File: config.mk
export PLATFORM = sky130hd
export DESIGN_NAME = nmea_rmc_field_extractor_core_flat
export DESIGN_NICKNAME = d
export VERILOG_FILES = /design/src/rtl/core/rmc_pkg.sv /design/src/rtl/core/rmc_byte_if.sv /design/src/rtl/core/rmc_result_if.sv /design/src/rtl/core/nmea_rmc_field_extractor_core.sv /design/src/rtl/core/rmc_datapath.sv /design/src/rtl/core/rmc_ctrl.sv /design/src/flat_wrapper.sv
export VERILOG_INCLUDE_DIRS = /design/src /design/src/rtl/core
export SDC_FILE = /design/constraint.sdc
export NUM_CORES = 1
export LEC_CHECK = 0
export BUFFER_PORTS_ARGS = -buffer_cell sky130_fd_sc_hd__buf_2
export CORE_ASPECT_RATIO = 0.75
export CORE_MARGIN = 1.5
export CORE_UTILIZATION = 45
export CTS_BUF_LIST = sky130_fd_sc_hd__clkbuf_4 sky130_fd_sc_hd__clkbuf_8
export DETAILED_ROUTE_END_ITERATION = 7
export GPL_TIMING_DRIVEN = 1
export HOLD_SLACK_MARGIN = 0.1
export PLACE_DENSITY = 0.65
export RECOVER_POWER = 50
export SYNTH_ARGS = -nofsm -noshare
export SYNTH_HDL_FRONTEND = slang
export SYNTH_SLANG_ARGS = --single-unit
File: constraint.sdc
create_clock -name clk -period 5.25 [get_ports clk]
set_input_delay 1.05 -clock clk [delete_from_list [all_inputs] [get_ports clk]]
set_output_delay 1.05 -clock clk [all_outputs]
set_load 0.01 [all_outputs]
File: src/rtl/core/assert_macros.svh
// Assertion helpers shared by the RTL modules.
`ifndef ASSERT_MACROS_SVH
`define ASSERT_MACROS_SVH

// Same-cycle implication, checked outside reset.
`define RMC_ASSERT_IMP(lbl, clk, rst, ante, cons, msg) \
  lbl: assert property (@(posedge clk) disable iff (rst) (ante) |-> (cons)) \
    else $error(msg);

// Next-cycle implication, checked outside reset.
`define RMC_ASSERT_NEXT(lbl, clk, rst, ante, cons, msg) \
  lbl: assert property (@(posedge clk) disable iff (rst) (ante) |=> (cons)) \
    else $error(msg);

`endif

File: src/rtl/core/rmc_pkg.sv
package rmc_pkg;

  localparam int SENTENCE_BYTES = 64;
  localparam int TIME_CHARS     = 9;
  localparam int COORD_CHARS    = 14;

  localparam int HDR_LEN    = 7;
  localparam int NUM_FIELDS = 6;
  localparam int MAX_POS    = 9;

  localparam int ADDR_W = $clog2(SENTENCE_BYTES);
  localparam int MAX_CHARS = (TIME_CHARS > COORD_CHARS) ? TIME_CHARS : COORD_CHARS;
  localparam int IDX_W  = $clog2(MAX_CHARS + 1);
  localparam int CMP_W  = (ADDR_W > IDX_W) ? ADDR_W : IDX_W;
  localparam int CC_W   = $clog2(MAX_POS + 2);
  localparam int FILL_W = $clog2(HDR_LEN + 1);
  localparam int CODE_W = 3;
  localparam int FSEL_W = $clog2(NUM_FIELDS);

  localparam logic [7:0] STAR_CHAR  = 8'h2A;
  localparam logic [7:0] COMMA_CHAR = 8'h2C;
  localparam logic [7:0] SPACE_CHAR = 8'h20;

  localparam logic [7:0] RMC_HEADER [HDR_LEN] =
    '{8'h24, 8'h47, 8'h50, 8'h52, 8'h4D, 8'h43, 8'h2C};

  // Field codes, also the emission order.
  localparam logic [CODE_W-1:0] FC_TIME = 3'd0;
  localparam logic [CODE_W-1:0] FC_DATE = 3'd1;
  localparam logic [CODE_W-1:0] FC_LAT  = 3'd2;
  localparam logic [CODE_W-1:0] FC_NS   = 3'd3;
  localparam logic [CODE_W-1:0] FC_LON  = 3'd4;
  localparam logic [CODE_W-1:0] FC_EW   = 3'd5;
  localparam logic [CODE_W-1:0] FC_END  = 3'd6;

  // Comma position of each field slot, indexed by field code.
  localparam logic [CC_W-1:0] FIELD_POS [NUM_FIELDS] =
    '{CC_W'(1), CC_W'(9), CC_W'(3), CC_W'(4), CC_W'(5), CC_W'(6)};

  typedef enum logic [1:0] {
    ST_IDLE,
    ST_FIELD,
    ST_FETCH,
    ST_SEND
  } ctl_state_t;

  typedef struct packed {
    logic accept;
    logic run_start;
    logic field_next;
    logic rd_en;
    logic space_sel;
    logic idx_inc;
    logic run_clear;
  } dp_cmd_t;

  typedef struct packed {
    logic is_star;
    logic is_end;
    logic need_fetch;
    logic need_space;
  } dp_status_t;

  function automatic logic [IDX_W-1:0] field_limit(input logic [CODE_W-1:0] code);
    logic [IDX_W-1:0] lim;
    case (code) inside
      FC_TIME, FC_DATE: lim = IDX_W'(TIME_CHARS);
      FC_LAT, FC_LON:   lim = IDX_W'(COORD_CHARS);
      default:          lim = IDX_W'(1);
    endcase
    return lim;
  endfunction

endpackage

File: src/rtl/core/rmc_byte_if.sv
interface rmc_byte_if;
  logic       valid;
  logic       ready;
  logic [7:0] rx_byte;

  modport source (output valid, output rx_byte, input ready);
  modport sink (input valid, input rx_byte, output ready);
endinterface

File: src/rtl/core/rmc_result_if.sv
interface rmc_result_if;
  logic       valid;
  logic       ready;
  logic [2:0] field_code;
  logic [7:0] char_value;
  logic       last;

  modport source (output valid, output field_code, output char_value, output last,
                  input ready);
  modport sink (input valid, input field_code, input char_value, input last,
                output ready);
endinterface

File: src/rtl/core/nmea_rmc_field_extractor_core.sv
// Channel   | Dir | Payload                          | Meaning
// byte_ch   | in  | rx_byte[7:0]                     | received NMEA character
// field_ch  | out | field_code[2:0] char_value[7:0]  | extracted field character,
//           |     | last                             | last marks the end marker
//
// An ordinary byte is taken and, while a sentence is being captured, written
// to the sentence store. A '*' byte starts a run and holds byte_ch.ready low
// until the end marker is taken. Each stored character passes a decision
// state, a registered store read and an output state; each hemisphere space
// or end marker a decision state and an output state; each advance to the
// next field a decision state alone. Output stalls simply hold the current item.
// Reset (rst, synchronous) clears the window fill, capture flag, store length
// and walk state; the store contents are left as they are.

module nmea_rmc_field_extractor_core
  import rmc_pkg::*;
(
  input logic          clk,
  input logic          rst,
  rmc_byte_if.sink     byte_ch,
  rmc_result_if.source field_ch
);

  dp_cmd_t    cmd;
  dp_status_t status;

  // Sequencer: takes bytes, then walks the six fields and the end marker.
  rmc_ctrl u_ctrl (
    .clk       (clk),
    .rst       (rst),
    .in_valid  (byte_ch.valid),
    .in_ready  (byte_ch.ready),
    .out_valid (field_ch.valid),
    .out_ready (field_ch.ready),
    .status    (status),
    .cmd       (cmd)
  );

  // Header window, sentence store with per-field start/length tracking,
  // and the output character path.
  rmc_datapath u_datapath (
    .clk        (clk),
    .rst        (rst),
    .cmd        (cmd),
    .rx_byte    (byte_ch.rx_byte),
    .status     (status),
    .field_code (field_ch.field_code),
    .char_value (field_ch.char_value),
    .last       (field_ch.last)
  );

endmodule

File: src/rtl/core/rmc_datapath.sv
`include "assert_macros.svh"

module rmc_datapath
  import rmc_pkg::*;
(
  input  logic              clk,
  input  logic              rst,
  input  dp_cmd_t           cmd,
  input  logic [7:0]        rx_byte,
  output dp_status_t        status,
  output logic [CODE_W-1:0] field_code,
  output logic [7:0]        char_value,
  output logic              last
);

  localparam logic [ADDR_W-1:0] STORE_MAX = ADDR_W'(SENTENCE_BYTES - 1);
  localparam logic [CC_W-1:0]   CC_SAT    = CC_W'(MAX_POS + 1);

  logic [7:0]        window [HDR_LEN];
  logic [7:0]        window_sh [HDR_LEN];
  logic [FILL_W-1:0] window_fill;
  logic              capturing;
  logic              capturing_next;
  logic              hdr_match;

  logic [7:0]        mem [SENTENCE_BYTES];
  logic [ADDR_W-1:0] store_length;
  logic [CC_W-1:0]   comma_count;
  logic [CC_W-1:0]   cc_inc;
  logic [ADDR_W-1:0] fld_start [NUM_FIELDS];
  logic [ADDR_W-1:0] fld_len [NUM_FIELDS];
  logic              store_en;
  logic              is_star;

  logic [CODE_W-1:0] code;
  logic [IDX_W-1:0]  char_idx;
  logic              use_space;
  logic [7:0]        rdata;
  logic [FSEL_W-1:0] fsel;
  logic              is_end;
  logic [ADDR_W-1:0] cur_len;
  logic [ADDR_W-1:0] cur_start;
  logic [CMP_W-1:0]  lim;
  logic [CMP_W-1:0]  maxc;
  logic [ADDR_W-1:0] rd_addr;

  // Header window: shift in every accepted byte.
  always_comb begin
    for (int i = 0; i < HDR_LEN - 1; i++) begin
      window_sh[i] = window[i+1];
    end
    window_sh[HDR_LEN-1] = rx_byte;
    hdr_match = (window_fill >= FILL_W'(HDR_LEN - 1));
    for (int i = 0; i < HDR_LEN; i++) begin
      if (window_sh[i] != RMC_HEADER[i]) begin
        hdr_match = 1'b0;
      end
    end
  end

  assign is_star = (rx_byte == STAR_CHAR);

  always_comb begin
    capturing_next = capturing;
    if (hdr_match) begin
      capturing_next = 1'b1;
    end
    if (is_star) begin
      capturing_next = 1'b0;
    end
  end

  assign store_en = cmd.accept && capturing_next && (store_length < STORE_MAX);
  assign cc_inc   = (comma_count == CC_SAT) ? comma_count : comma_count + CC_W'(1);

  always_ff @(posedge clk) begin
    if (cmd.accept) begin
      window <= window_sh;
    end
  end

  always_ff @(posedge clk) begin
    if (rst) begin
      window_fill <= '0;
      capturing   <= 1'b0;
    end else if (cmd.accept) begin
      capturing <= capturing_next;
      if (window_fill != FILL_W'(HDR_LEN)) begin
        window_fill <= window_fill + FILL_W'(1);
      end
    end
  end

  // Store and per-field bookkeeping, updated as bytes arrive.
  always_ff @(posedge clk) begin
    if (store_en) begin
      mem[store_length] <= rx_byte;
    end
  end

  always_ff @(posedge clk) begin
    if (rst || cmd.run_clear) begin
      store_length <= '0;
      comma_count  <= '0;
      for (int s = 0; s < NUM_FIELDS; s++) begin
        fld_len[s] <= '0;
      end
    end else if (store_en) begin
      store_length <= store_length + ADDR_W'(1);
      if (rx_byte == COMMA_CHAR) begin
        comma_count <= cc_inc;
        for (int s = 0; s < NUM_FIELDS; s++) begin
          if (cc_inc == FIELD_POS[s] && comma_count != CC_SAT) begin
            fld_len[s] <= '0;
          end
        end
      end else begin
        for (int s = 0; s < NUM_FIELDS; s++) begin
          if (comma_count == FIELD_POS[s]) begin
            fld_len[s] <= fld_len[s] + ADDR_W'(1);
          end
        end
      end
    end
  end

  always_ff @(posedge clk) begin
    if (store_en && rx_byte == COMMA_CHAR && comma_count != CC_SAT) begin
      for (int s = 0; s < NUM_FIELDS; s++) begin
        if (cc_inc == FIELD_POS[s]) begin
          fld_start[s] <= store_length + ADDR_W'(1);
        end
      end
    end
  end

  // Emission walk.
  always_ff @(posedge clk) begin
    if (rst) begin
      code      <= FC_TIME;
      char_idx  <= '0;
      use_space <= 1'b0;
    end else begin
      if (cmd.run_start) begin
        code     <= FC_TIME;
        char_idx <= '0;
      end else if (cmd.field_next) begin
        code     <= code + CODE_W'(1);
        char_idx <= '0;
      end else if (cmd.idx_inc) begin
        char_idx <= char_idx + IDX_W'(1);
      end
      if (cmd.rd_en) begin
        use_space <= 1'b0;
      end else if (cmd.space_sel) begin
        use_space <= 1'b1;
      end
    end
  end

  assign is_end    = (code == FC_END);
  assign fsel      = FSEL_W'(code);
  assign cur_len   = is_end ? '0 : fld_len[fsel];
  assign cur_start = is_end ? '0 : fld_start[fsel];
  assign maxc      = CMP_W'(field_limit(code));
  assign lim       = (CMP_W'(cur_len) < maxc) ? CMP_W'(cur_len) : maxc;
  assign rd_addr   = cur_start + ADDR_W'(char_idx);

  always_ff @(posedge clk) begin
    if (cmd.rd_en) begin
      rdata <= mem[rd_addr];
    end
  end

  always_comb begin
    status.is_star    = is_star;
    status.is_end     = is_end;
    status.need_fetch = !is_end && (CMP_W'(char_idx) < lim);
    status.need_space = (code == FC_NS || code == FC_EW) && (cur_len == '0)
                        && (char_idx == '0);
  end

  assign field_code = code;
  assign last       = is_end;
  assign char_value = is_end ? 8'h00 : (use_space ? SPACE_CHAR : rdata);

  `RMC_ASSERT_IMP(a_read_written, clk, rst, cmd.rd_en, rd_addr < store_length, "read beyond stored bytes")
  `RMC_ASSERT_IMP(a_star_not_stored, clk, rst, cmd.accept && is_star, !store_en, "star byte stored")
  `RMC_ASSERT_IMP(a_no_store_in_run, clk, rst, cmd.rd_en || cmd.field_next, !store_en, "store written during run")

endmodule

File: src/rtl/core/rmc_ctrl.sv
`include "assert_macros.svh"

module rmc_ctrl
  import rmc_pkg::*;
(
  input  logic       clk,
  input  logic       rst,
  input  logic       in_valid,
  output logic       in_ready,
  output logic       out_valid,
  input  logic       out_ready,
  input  dp_status_t status,
  output dp_cmd_t    cmd
);

  ctl_state_t state;
  ctl_state_t state_next;

  always_ff @(posedge clk) begin
    if (rst) begin
      state <= ST_IDLE;
    end else begin
      state <= state_next;
    end
  end

  always_comb begin
    state_next = state;
    unique case (state)
      ST_IDLE: begin
        if (in_valid && status.is_star) begin
          state_next = ST_FIELD;
        end
      end
      ST_FIELD: begin
        if (status.is_end) begin
          state_next = ST_SEND;
        end else if (status.need_fetch) begin
          state_next = ST_FETCH;
        end else if (status.need_space) begin
          state_next = ST_SEND;
        end
      end
      ST_FETCH: state_next = ST_SEND;
      ST_SEND: begin
        if (out_ready) begin
          state_next = status.is_end ? ST_IDLE : ST_FIELD;
        end
      end
      default: state_next = ST_IDLE;
    endcase
  end

  always_comb begin
    cmd       = '0;
    in_ready  = 1'b0;
    out_valid = 1'b0;
    unique case (state)
      ST_IDLE: begin
        in_ready      = 1'b1;
        cmd.accept    = in_valid;
        cmd.run_start = in_valid && status.is_star;
      end
      ST_FIELD: begin
        if (!status.is_end && !status.need_fetch) begin
          if (status.need_space) begin
            cmd.space_sel = 1'b1;
          end else begin
            cmd.field_next = 1'b1;
          end
        end
      end
      ST_FETCH: cmd.rd_en = 1'b1;
      ST_SEND: begin
        out_valid = 1'b1;
        if (out_ready) begin
          cmd.run_clear = status.is_end;
          cmd.idx_inc   = !status.is_end;
        end
      end
      default: ;
    endcase
  end

  `RMC_ASSERT_IMP(a_chan_excl, clk, rst, out_valid, !in_ready, "result offered while taking input")
  `RMC_ASSERT_NEXT(a_end_to_idle, clk, rst, out_valid && out_ready && status.is_end, in_ready, "run end did not return to idle")
  `RMC_ASSERT_NEXT(a_star_blocks, clk, rst, in_valid && in_ready && status.is_star, !in_ready, "input taken after star")

endmodule

File: src/flat_wrapper.sv
// flat-port wrapper written by rule: the top's interface ports become plain ports
module nmea_rmc_field_extractor_core_flat import rmc_pkg::*;
  (clk, rst, byte_ch_valid, byte_ch_rx_byte, byte_ch_ready, field_ch_valid, field_ch_field_code, field_ch_char_value, field_ch_last, field_ch_ready);
  rmc_byte_if byte_ch_i ();
  rmc_result_if field_ch_i ();
  input logic clk;
  input logic rst;
  input wire logic [$bits(byte_ch_i.valid)-1:0] byte_ch_valid;
  input wire logic [$bits(byte_ch_i.rx_byte)-1:0] byte_ch_rx_byte;
  output wire logic [$bits(byte_ch_i.ready)-1:0] byte_ch_ready;
  output wire logic [$bits(field_ch_i.valid)-1:0] field_ch_valid;
  output wire logic [$bits(field_ch_i.field_code)-1:0] field_ch_field_code;
  output wire logic [$bits(field_ch_i.char_value)-1:0] field_ch_char_value;
  output wire logic [$bits(field_ch_i.last)-1:0] field_ch_last;
  input wire logic [$bits(field_ch_i.ready)-1:0] field_ch_ready;
  assign byte_ch_i.valid = byte_ch_valid;
  assign byte_ch_i.rx_byte = byte_ch_rx_byte;
  assign byte_ch_ready = byte_ch_i.ready;
  assign field_ch_valid = field_ch_i.valid;
  assign field_ch_field_code = field_ch_i.field_code;
  assign field_ch_char_value = field_ch_i.char_value;
  assign field_ch_last = field_ch_i.last;
  assign field_ch_i.ready = field_ch_ready;
  nmea_rmc_field_extractor_core u_core (.clk(clk), .rst(rst), .byte_ch(byte_ch_i), .field_ch(field_ch_i));
endmodule
======== After elaboration in Yosys (flattened, before gate mapping) ========
Memories as Yosys holds them, arrays and structs flattened. A register that Yosys moved wholly into a read port is not among the register bits.
Index checks and enable logic that the tools add are counted.
word-level totals
  word-level logic and storage cells ...... 266
  memories kept ........................... 3
  register bits after elaboration ......... 72
  output and inout bits ................... 14
  memory bits (writable) .................. 584
memories
  memory                       depth  width  rd ports  clocked after Yosys merged registers in  write ports  line                text
  u_core.u_datapath.mem        64     8      1         1                                        1            rmc_datapath.sv:26  logic [7:0] mem [SENTENCE_BYTES];
  u_core.u_datapath.fld_len    6      6      7         1                                        6            rmc_datapath.sv:31  logic [ADDR_W-1:0] fld_len [NUM_FIELDS];
  u_core.u_datapath.fld_start  6      6      1         1                                        1            rmc_datapath.sv:30  logic [ADDR_W-1:0] fld_start [NUM_FIELDS];
operators by class
  reductions and logical operators ........ 36
  bitwise logic cells ..................... 12
  add/subtract/negate cells ............... 12
  equal/unequal tests ..................... 36
  multiplexer cells ....................... 149
  order comparisons ....................... 4
operators by type and width
  kind                                                    number
  2-to-1 mux 6 bit                                        20
  2-to-1 mux 1 bit                                        106
  adder 6 x 1 -> 6 bit (second input constant)            7
  inequality test 8 x 7 -> 1 bit (second input constant)  5
  OR reduction 6 bit                                      5
  2-to-1 mux 3 bit                                        9
  equality test 4 x 3 -> 1 bit (second input constant)    6
  equality test 8 x 6 -> 1 bit (second input constant)    2
  2-to-1 mux 2 bit                                        8
  2-to-1 mux 8 bit                                        2
  inequality test 8 x 6 -> 1 bit (second input constant)  2
  logical AND 1 bit                                       15
  equality test 4 bit (second input constant)             3
  2-to-1 mux 4 bit                                        3
  OR 1 bit                                                12
  equality test 3 bit (second input constant)             3
  adder 4 x 1 -> 4 bit (second input constant)            2
  equality test 4 x 1 -> 1 bit (second input constant)    2
  equality test 4 x 2 -> 1 bit (second input constant)    2
  one-hot mux 2 bit (4 select lines)                      1
  OR reduction 2 bit                                      4
  adder 3 x 1 -> 3 bit (second input constant)            2
  adder 6 x 4 -> 6 bit                                    1
  equality test 3 x 2 -> 1 bit (second input constant)    2
  20 further kinds                                        25

======== Depth between registers and ports, before layout ========
Gate-level depths: netlist (run 1).
  depth in word-level cells ............... 22
  gate-level depth with buffers ........... 20

======== Cells and area by module ========
A second synthesis (run 1) with hierarchy kept.
second synthesis, totals
  cells, all modules ...................... 1493
  area total of the unflattened synthesis .. 27642.8 µm²
modules (own cells, without submodules)
  module        area each (µm²)  instances  cells each
  rmc_datapath  27396.3          1          1464
  rmc_ctrl      246.5            1          29

======== Worst setup path before layout (run 1) ========
OpenSTA, ideal clock, no wires.
  path kind ............................... register to register
  start ................................... register with a tool-made name
  end ..................................... register u_core.u_datapath.rdata[0] (read register of u_core.u_datapath.mem), data pin
  cell stages (with the launch flop) ...... 15
  arrival time ............................ 3904 ps
  setup slack ............................. 1076 ps
  required time ........................... 4980 ps
  setup time .............................. 270 ps
  period minus slack after synthesis ...... 4174 ps
  cell sequence ........................... dfxtp_1 -> buf_6 -> buf_6 -> buf_2 -> mux4_2 -> nor2_1 -> a211oi_1 -> ha_1 -> fa_1 -> clkbuf_1 -> clkbuf_1 -> mux4_2 -> mux4_2 -> mux2i_1 -> mux2i_1
RTL lines
  what       line                text
  to (decl)  rmc_datapath.sv:38  logic [7:0] rdata;

==> summary.txt, run 1 <==
Status
  – Outcome: finished with violations
  – Failing checks: max-capacitance violations, max-slew violations

Clock network
  – Post CTS Setup Buffer Count: 0
  – Clk buf depth: 3
  – Num CTS Buffers: between 100 and 150
  – Max H-tree Level: 3
  – Root Driver: clkbuf_8
  – Hold buffers post-CTS: 0
  – Clock-pin slew on the worst setup and hold paths: 0.07 ns
  – Clk_lat worst skew: ~0.7 ns
  – CTS tree: yes
  – Post_cts resized: 0
  – Clk sink count: between 600 and 700

Placed design
  – HPWL Detailed: 39100 um
  – Place WS: ~0.64 ns
  – GP Congestion: roughly 0.81
  – Number of port buffers: 25

Worst setup path
  – Required @ worst endpoint: 5.67 ns
  – CP Max Fanout: 33
  – WS Path Type: reg -> reg
  – CP Launch Type: flop
  – Worst Setup End Kind: flop
  – CP arrival: 5.04 ns

Timing
  – Final Setup Violations: 0
  – Max frequency: between 200 and 250 MHz
  – Setup ws final: between 0.6 and 0.7 ns
  – Slew @ Worst Pin: about 3.3 ns
  – Slew headroom: -1.18
  – Min Clock Period, post-route: around 4.6 ns
  – Setup Skew: 0.0415 ns
  – RSZ-0062 raised after global routing: no
  – Fin. Hold Viols: 0
  – Fin crit share: 0.880
  – Post-route setup TNS: 0 ns
  – Max Slew Vio Count: roughly 560

Synthesis
  – Synth Flop Type: edfxtp_1
  – Synth Instances: 1413
  – Synthesis Warnings: 0
  – Netlist cell types: 70
  – Net count after synthesis: ~1500
  – Number of synthesized register bits: around 670
  – FFs w/ async S/R, synth: 0
  – Avg Synthesized Cell Area: between 15 and 20 um^2
  – Post-synth EDFFs: 640
  – Post-synthesis sequential area ratio: 0.726
  – Synthesized area: 0.0272 mm^2

Layout
  – Fillcell total: 4779
  – Layout cells sized above 1: 0.279
  – Nets: between 1500 and 2000
  – Util after Layout: 0.522
  – Sequential cell area: about 0.020 mm^2
  – Synthesis-to-layout area growth: 13.8%
  – Area taken by multi-input logic gates: slightly above 0.007 mm^2
  – N_diodes: 0

Floorplanning
  – Num ports: 26
  – Initial core utilization: 0.458
  – Die area: roughly 0.062 mm^2
  – Row cnt: 77
  – Die X: 287 um
  – Chip height: ~220 um
  – Core region area: 0.0593 mm^2

Global route
  – Busiest grt layer: met1
  – GRT Resource Usage Total: 0.202
  – Remaining Overflow, GRT: 0
  – Grt met2 use: 0.274
  – Largest net degree at the start of global routing: 66
  – Global-route wire length before repair: about 90000 um
  – Initial antenna violation count: 2
  – Global Route met1 Usage: 0.316
  – Met3 Track Usage GR: 0.0611
  – Vias in the first global route: ~14000

Power
  – Static Leak: 10.1 nW
  – Total Power: between 10 and 15 mW
  – Peak supply drop: between 200 and 250 uV
  – Power Density: between 300 and 400 mW/mm^2

Drt
  – WL/cell: ~25 um
  – Detailed-route via count: about 14000
  – First drt pass iteration count: 5
  – # DRC: 0
  – DRT iter0 DRCs: 1536
  – Detail Route Antenna Nets: 0
  – Post-Route WL: 61100 um
  – Vias/cell: between 5 and 6

Hold path
  – Hold Crit Class: reg -> reg
  – Hold_sp: u_core.u_datapath.window[11]

Job
  – MaxCap Viol Count: 9
## layer usage
layer | share of wire | up-vias
li1 | - | 6089
met4 | 0.015 | 0
met1 | 0.47 | 7316
met3 | 0.089 | 71
met5 | 0 | -
met2 | 0.42 | 518
## metrics by stage
step / std cells / area, um^2 / hold WS [ns]
6_report: 2458 / 31000 / 0.445
5_1_grt: 2458 / 31000 / 0.457
4_1_cts: 2458 / 31000 / 0.434
3_5_place_dp: 2272 / 28900 / 0.434
3_3_place_gp: 2272 / 28900 / 0.426
2_1_floorplan: 1413 / 27200 / 0.417
## synthesized netlist by cell type, types with 7 or more instances
master,count,area share
edfxtp_1,640,0.71
mux4_2,167,0.14
nor2_1,140,0.019
mux2i_1,39,0.014
clkbuf_1,37,0.0051
ha_1,34,0.016
nand2_1,32,0.0044
nand3_1,29,0.0053
inv_1,28,0.0039
dfxtp_1,27,0.020
o21ai_0,22,0.0040
xnor2_1,22,0.0071
xor2_1,16,0.0052
a21oi_1,15,0.0028
buf_1,14,0.0019
nor3_1,12,0.0022
a211oi_1,10,0.0028
nand4_1,10,0.0023
and2_1,8,0.0018
nand3b_1,7,0.0019
## path summary, 6_finish.rpt
path,end,slack [ns],cells after the start
worst min register to register,u_core.u_datapath.window[19],0.45,0
worst max-delay path,u_core.u_datapath.rdata[1],0.63,12
worst min-delay path,u_core.u_datapath.window[19],0.45,0
worst max register to register,u_core.u_datapath.rdata[1],0.63,12
## critical path: stages (launching register included)
cell	delay, ns
dfxtp_1	0.37
buf_4	0.24
buf_4	0.26
mux2i_1	0.25
a211oi_1	0.14
ha_4	0.18
fa_4	1.00
buf_12	0.28
buf_4	0.32
mux4_2	0.36
mux4_2	0.48
mux2i_1	0.27
mux2i_1	0.13
## flip-flops by register name (all words and copies together), names as in the netlist, 4 cells and up, named ones only
signal                          count
u_core.u_datapath.fld_len          36
u_core.u_datapath.store_length      6
u_core.u_datapath.comma_count       4
u_core.u_datapath.mem             512
u_core.u_datapath.window           48
u_core.u_datapath.fld_start        36
u_core.u_datapath.rdata             8
u_core.u_datapath.char_idx          4
## logic make-up (layout without fill, tap and decap cells)
kind of cell	Yosys count	in the layout	share of synthesized area
flops	667	667	0.726
buf+inv	88	343	0.0132
compound gates	80	80	0.0201
simple gates	291	291	0.0544
mux	213	213	0.157
fa+ha+maj	35	35	0.0164
xor+xnor	39	39	0.0128
## layout by cell type, fill, tap and decap left out, drive strengths merged, types with 15 or more instances in the layout
cell / count
edfxtp: 640
mux4: 169
clkbuf: 146
nor2: 141
buf: 112
clkinv: 46
mux2i: 40
ha: 34
nand2: 32
inv: 32
nand3: 30
dfxtp: 27
o21ai: 22
xnor2: 22
xor2: 17
a21oi: 15
## where the power goes
part / total, mW / switching [mW] / leakage (nW) / internal (mW)
Sequential: 6.06 / 0.0719 / 6.07 / 5.99
Clock: 4.32 / 1.99 / 1.08 / 2.33
Combinational: 0.272 / 0.201 / 2.96 / 0.0711
Total: 10.7 / 2.26 / 10.1 / 8.40
## cell type report
type	instances	share of cell area
clock inverter	57	0.0137
tap	790	0.0319
inverter	28	0.00340
clock buffer	129	0.0525
timing repair buffer	129	0.0298
sequential	667	0.638
multi-input combinational	658	0.230
No activity file was read; power rests on OpenSTA's default activity.
==> run 2, diff against run 1 <==
Settings changed: CELL_PAD_IN_SITES_DETAIL_PLACEMENT set to 1, CELL_PAD_IN_SITES_GLOBAL_PLACEMENT set to 2, PLACE_DENSITY 0.65 to 0.78, REMOVE_ABC_BUFFERS set to 1.
==> run 2 against run 1 <==
Sequential cell count is the same. Utilization decreased by 0.23 points. Sequential share of layout area up 0.28 points. Global-route usage increased by 1.9 points. Non-clock buffer count shrank 4. The flow still finishes with violations (max-capacitance violations, max-slew violations). Maximum frequency is 2.0% higher. Register-to-register slack gained 0.09 ns. Die area unchanged. Final area fell by 0.44%. First-iteration DRC count decreased by 1.6%.
==> summary.txt, run 2 (synthesis gave the netlist of run 1 again) <==
Timing
  – Min Clock Period, post-route: ~4.5 ns
  – Max frequency: 221 MHz
  – Slew headroom: -1.19
  – Max Slew Vio Count: 574
  – WHS: 0.438 ns
  – Setup Skew: ~0.023 ns
  – Slew @ Worst Pin: 3.28 ns
  – Fin crit share: 0.863
  – Fin. Hold Viols: 0
  – RSZ-0062 raised after global routing: no
  – Setup ws final: between 0.7 and 0.8 ns
  – Final Setup Violations: 0
  – Post-route setup TNS: 0 ns

Drt
  – Post-Route M1 WL: a little over 30000 um
  – Detailed-route via count: 14200
  – WL/cell: 27.2 um
  – DR top layer: met4
  – First drt pass iteration count: 5
  – WL met3: about 5200 um
  – Met2 routed WL: between 20000 and 30000 um
  – Vias/cell: roughly 5.8
  – DRT iter0 DRCs: around 1500
  – Post-Route WL: 66500 um
  – # DRC: 0
  – Detail Route Antenna Nets: 0

Layout
  – Biggest regs: u_core.u_datapath.mem (512), u_core.u_datapath.window (48)
  – Commonest non-fill, non-tap cells in the layout: 640 x edfxtp_1, 167 x mux4_2, 140 x nor2_1
  – Nets: between 1500 and 2000
  – Util after Layout: 0.519
  – Max reg flops: 512
  – Fillcell total: ~5500
  – Synthesis-to-layout area growth: 13.3%
  – Largest Register: u_core.u_datapath.mem
  – Layout cells sized above 1: 0.276
  – Most common cell after layout, fill and taps aside: edfxtp_1

Floorplanning
  – Die area: ~0.062 mm^2
  – Initial core utilization: 0.458
  – Chip height: 216 um
  – Die X: ~290 um
  – Core region area: 0.0593 mm^2
  – Num ports: 26
  – Row cnt: a little under 80

Placed design
  – HPWL Detailed: roughly 43000 um
  – Place WS: 0.731 ns
  – GP Congestion: between 0.7 and 0.8
  – Number of port buffers: 25

Hold path
  – Hold Crit Class: reg -> reg
  – Hold_sp: u_core.u_datapath.window[28]
  – Hold path depth: 0
  – Hold Path End: u_core.u_datapath.window[36]

Clock network
  – Root Driver: clkbuf_8
  – Clock-pin slew on the worst setup and hold paths: 0.06 ns
  – Max H-tree Level: 3
  – Post CTS Setup Buffer Count: 0
  – Clk_lat worst skew: ~0.70 ns
  – Post_cts resized: 0
  – Num CTS Buffers: 100
  – Clk buf depth: 3
  – Clk sink count: roughly 670
  – Hold buffers post-CTS: 0
  – CTS tree: yes

Power
  – Static Leak: ~10 nW
  – Power Density: 340 mW/mm^2
  – Total Power: between 10 and 15 mW
  – Peak supply drop: about 190 uV

Worst setup path
  – Worst Setup End Kind: flop
  – R2R depth: 17
  – Register-to-register setup slack: 0.72 ns
  – CP Max Fanout: 6
  – R2R Path End: u_core.u_ctrl.state[0]
  – R2r startpoint: u_core.u_datapath.field_code[0]
  – Required @ worst endpoint: ~5.9 ns
  – CP arrival: approximately 5.1 ns
  – CP Launch Type: flop
  – WS Path Type: reg -> reg

Job
  – MaxCap Viol Count: 10

Global route
  – Initial antenna violation count: 2
  – Remaining Overflow, GRT: 0
  – Largest net degree at the start of global routing: a little under 70
  – Global-route wire length before repair: 99700 um
  – Vias in the first global route: 15000
  – GRT Resource Usage Total: 0.221

Status
  – Outcome: finished with violations
  – Failing checks: max-capacitance violations, max-slew violations
-- run 2: cell count changes in the layout (fill, tap and decap cells not counted), moves of 3 or more --
cell and delta:
buf_4 -6, clkinv_1 -7, clkbuf_4 +3, buf_2 -3
bufinv_16 -3, clkbuf_1 +3
-- run 2: per-layer routing --
metal / track usage / up-vias
met4: 0.0579 / 0
met3: 0.0603 / 87
met5: 0 / -
li1: - / 6074
met2: 0.312 / 534
met1: 0.338 / 7524
-- run 2: stage by stage --
step,cells,instance area [um^2]
CTS,2444,30900
global placement,2268,28900
detailed placement,2268,28900
global route,2444,30800
floorplan,1353,27000
finish,2445,30800
-- run 2: worst max-delay path: stages, from the launching register on --
cell and delay [ns]:
dfxtp_1 0.42, inv_1 0.11, ha_1 0.24, nor4b_1 0.15, a21oi_1 0.43, ha_1 0.25, a41oi_1 0.04, o21ai_0 0.40
o21bai_1 0.22, nand2_1 0.09, o21ai_0 0.13, ha_1 0.29, a21o_1 0.17, a211oi_1 0.41, o211ai_1 0.18, mux2i_1 0.38
o21ai_0 0.23, a221oi_1 0.30
-- run 2: layout make-up --
class / count / area [um^2] / share of cell area
Tap cell: 790 / 988 / 0.0321
Inverter: 28 / 105 / 0.00341
Clock inverter: 46 / 302 / 0.00979
Multi-Input combinational cell: 658 / 7130 / 0.231
Clock buffer: 130 / 1620 / 0.0526
Sequential cell: 667 / 19800 / 0.641
Timing Repair Buffer: 125 / 913 / 0.0296
Antenna cell: 1 / 2.50 / 0.0000812
-- run 2: worst max-delay path by stage --
stage / start / to / slack (ns) / depth (start not counted)
detailed placement: u_core.u_datapath.field_code[0] / u_core.u_ctrl.state[0] / 0.73 / 18
global placement: u_core.u_datapath.field_code[0] / u_core.u_ctrl.state[0] / 0.83 / 18
finish: u_core.u_datapath.field_code[0] / u_core.u_ctrl.state[0] / 0.72 / 17
global route: u_core.u_datapath.field_code[0] / u_core.u_ctrl.state[0] / 0.28 / 17
CTS: u_core.u_datapath.field_code[0] / u_core.u_ctrl.state[0] / 0.71 / 18
floorplan: flop / u_core.u_datapath.rdata[0] / -2.87 / 8
-- run 2: power by group --
| part | leakage (nW) | switching (mW) | internal, mW | total [mW] |
|---|---|---|---|---|
| logic | 2.94 | 0.215 | 0.0703 | 0.286 |
| registers | 6.07 | 0.0738 | 5.99 | 6.07 |
| clock network | 1.02 | 1.97 | 2.17 | 4.14 |
| total | 10.0 | 2.26 | 8.23 | 10.5 |
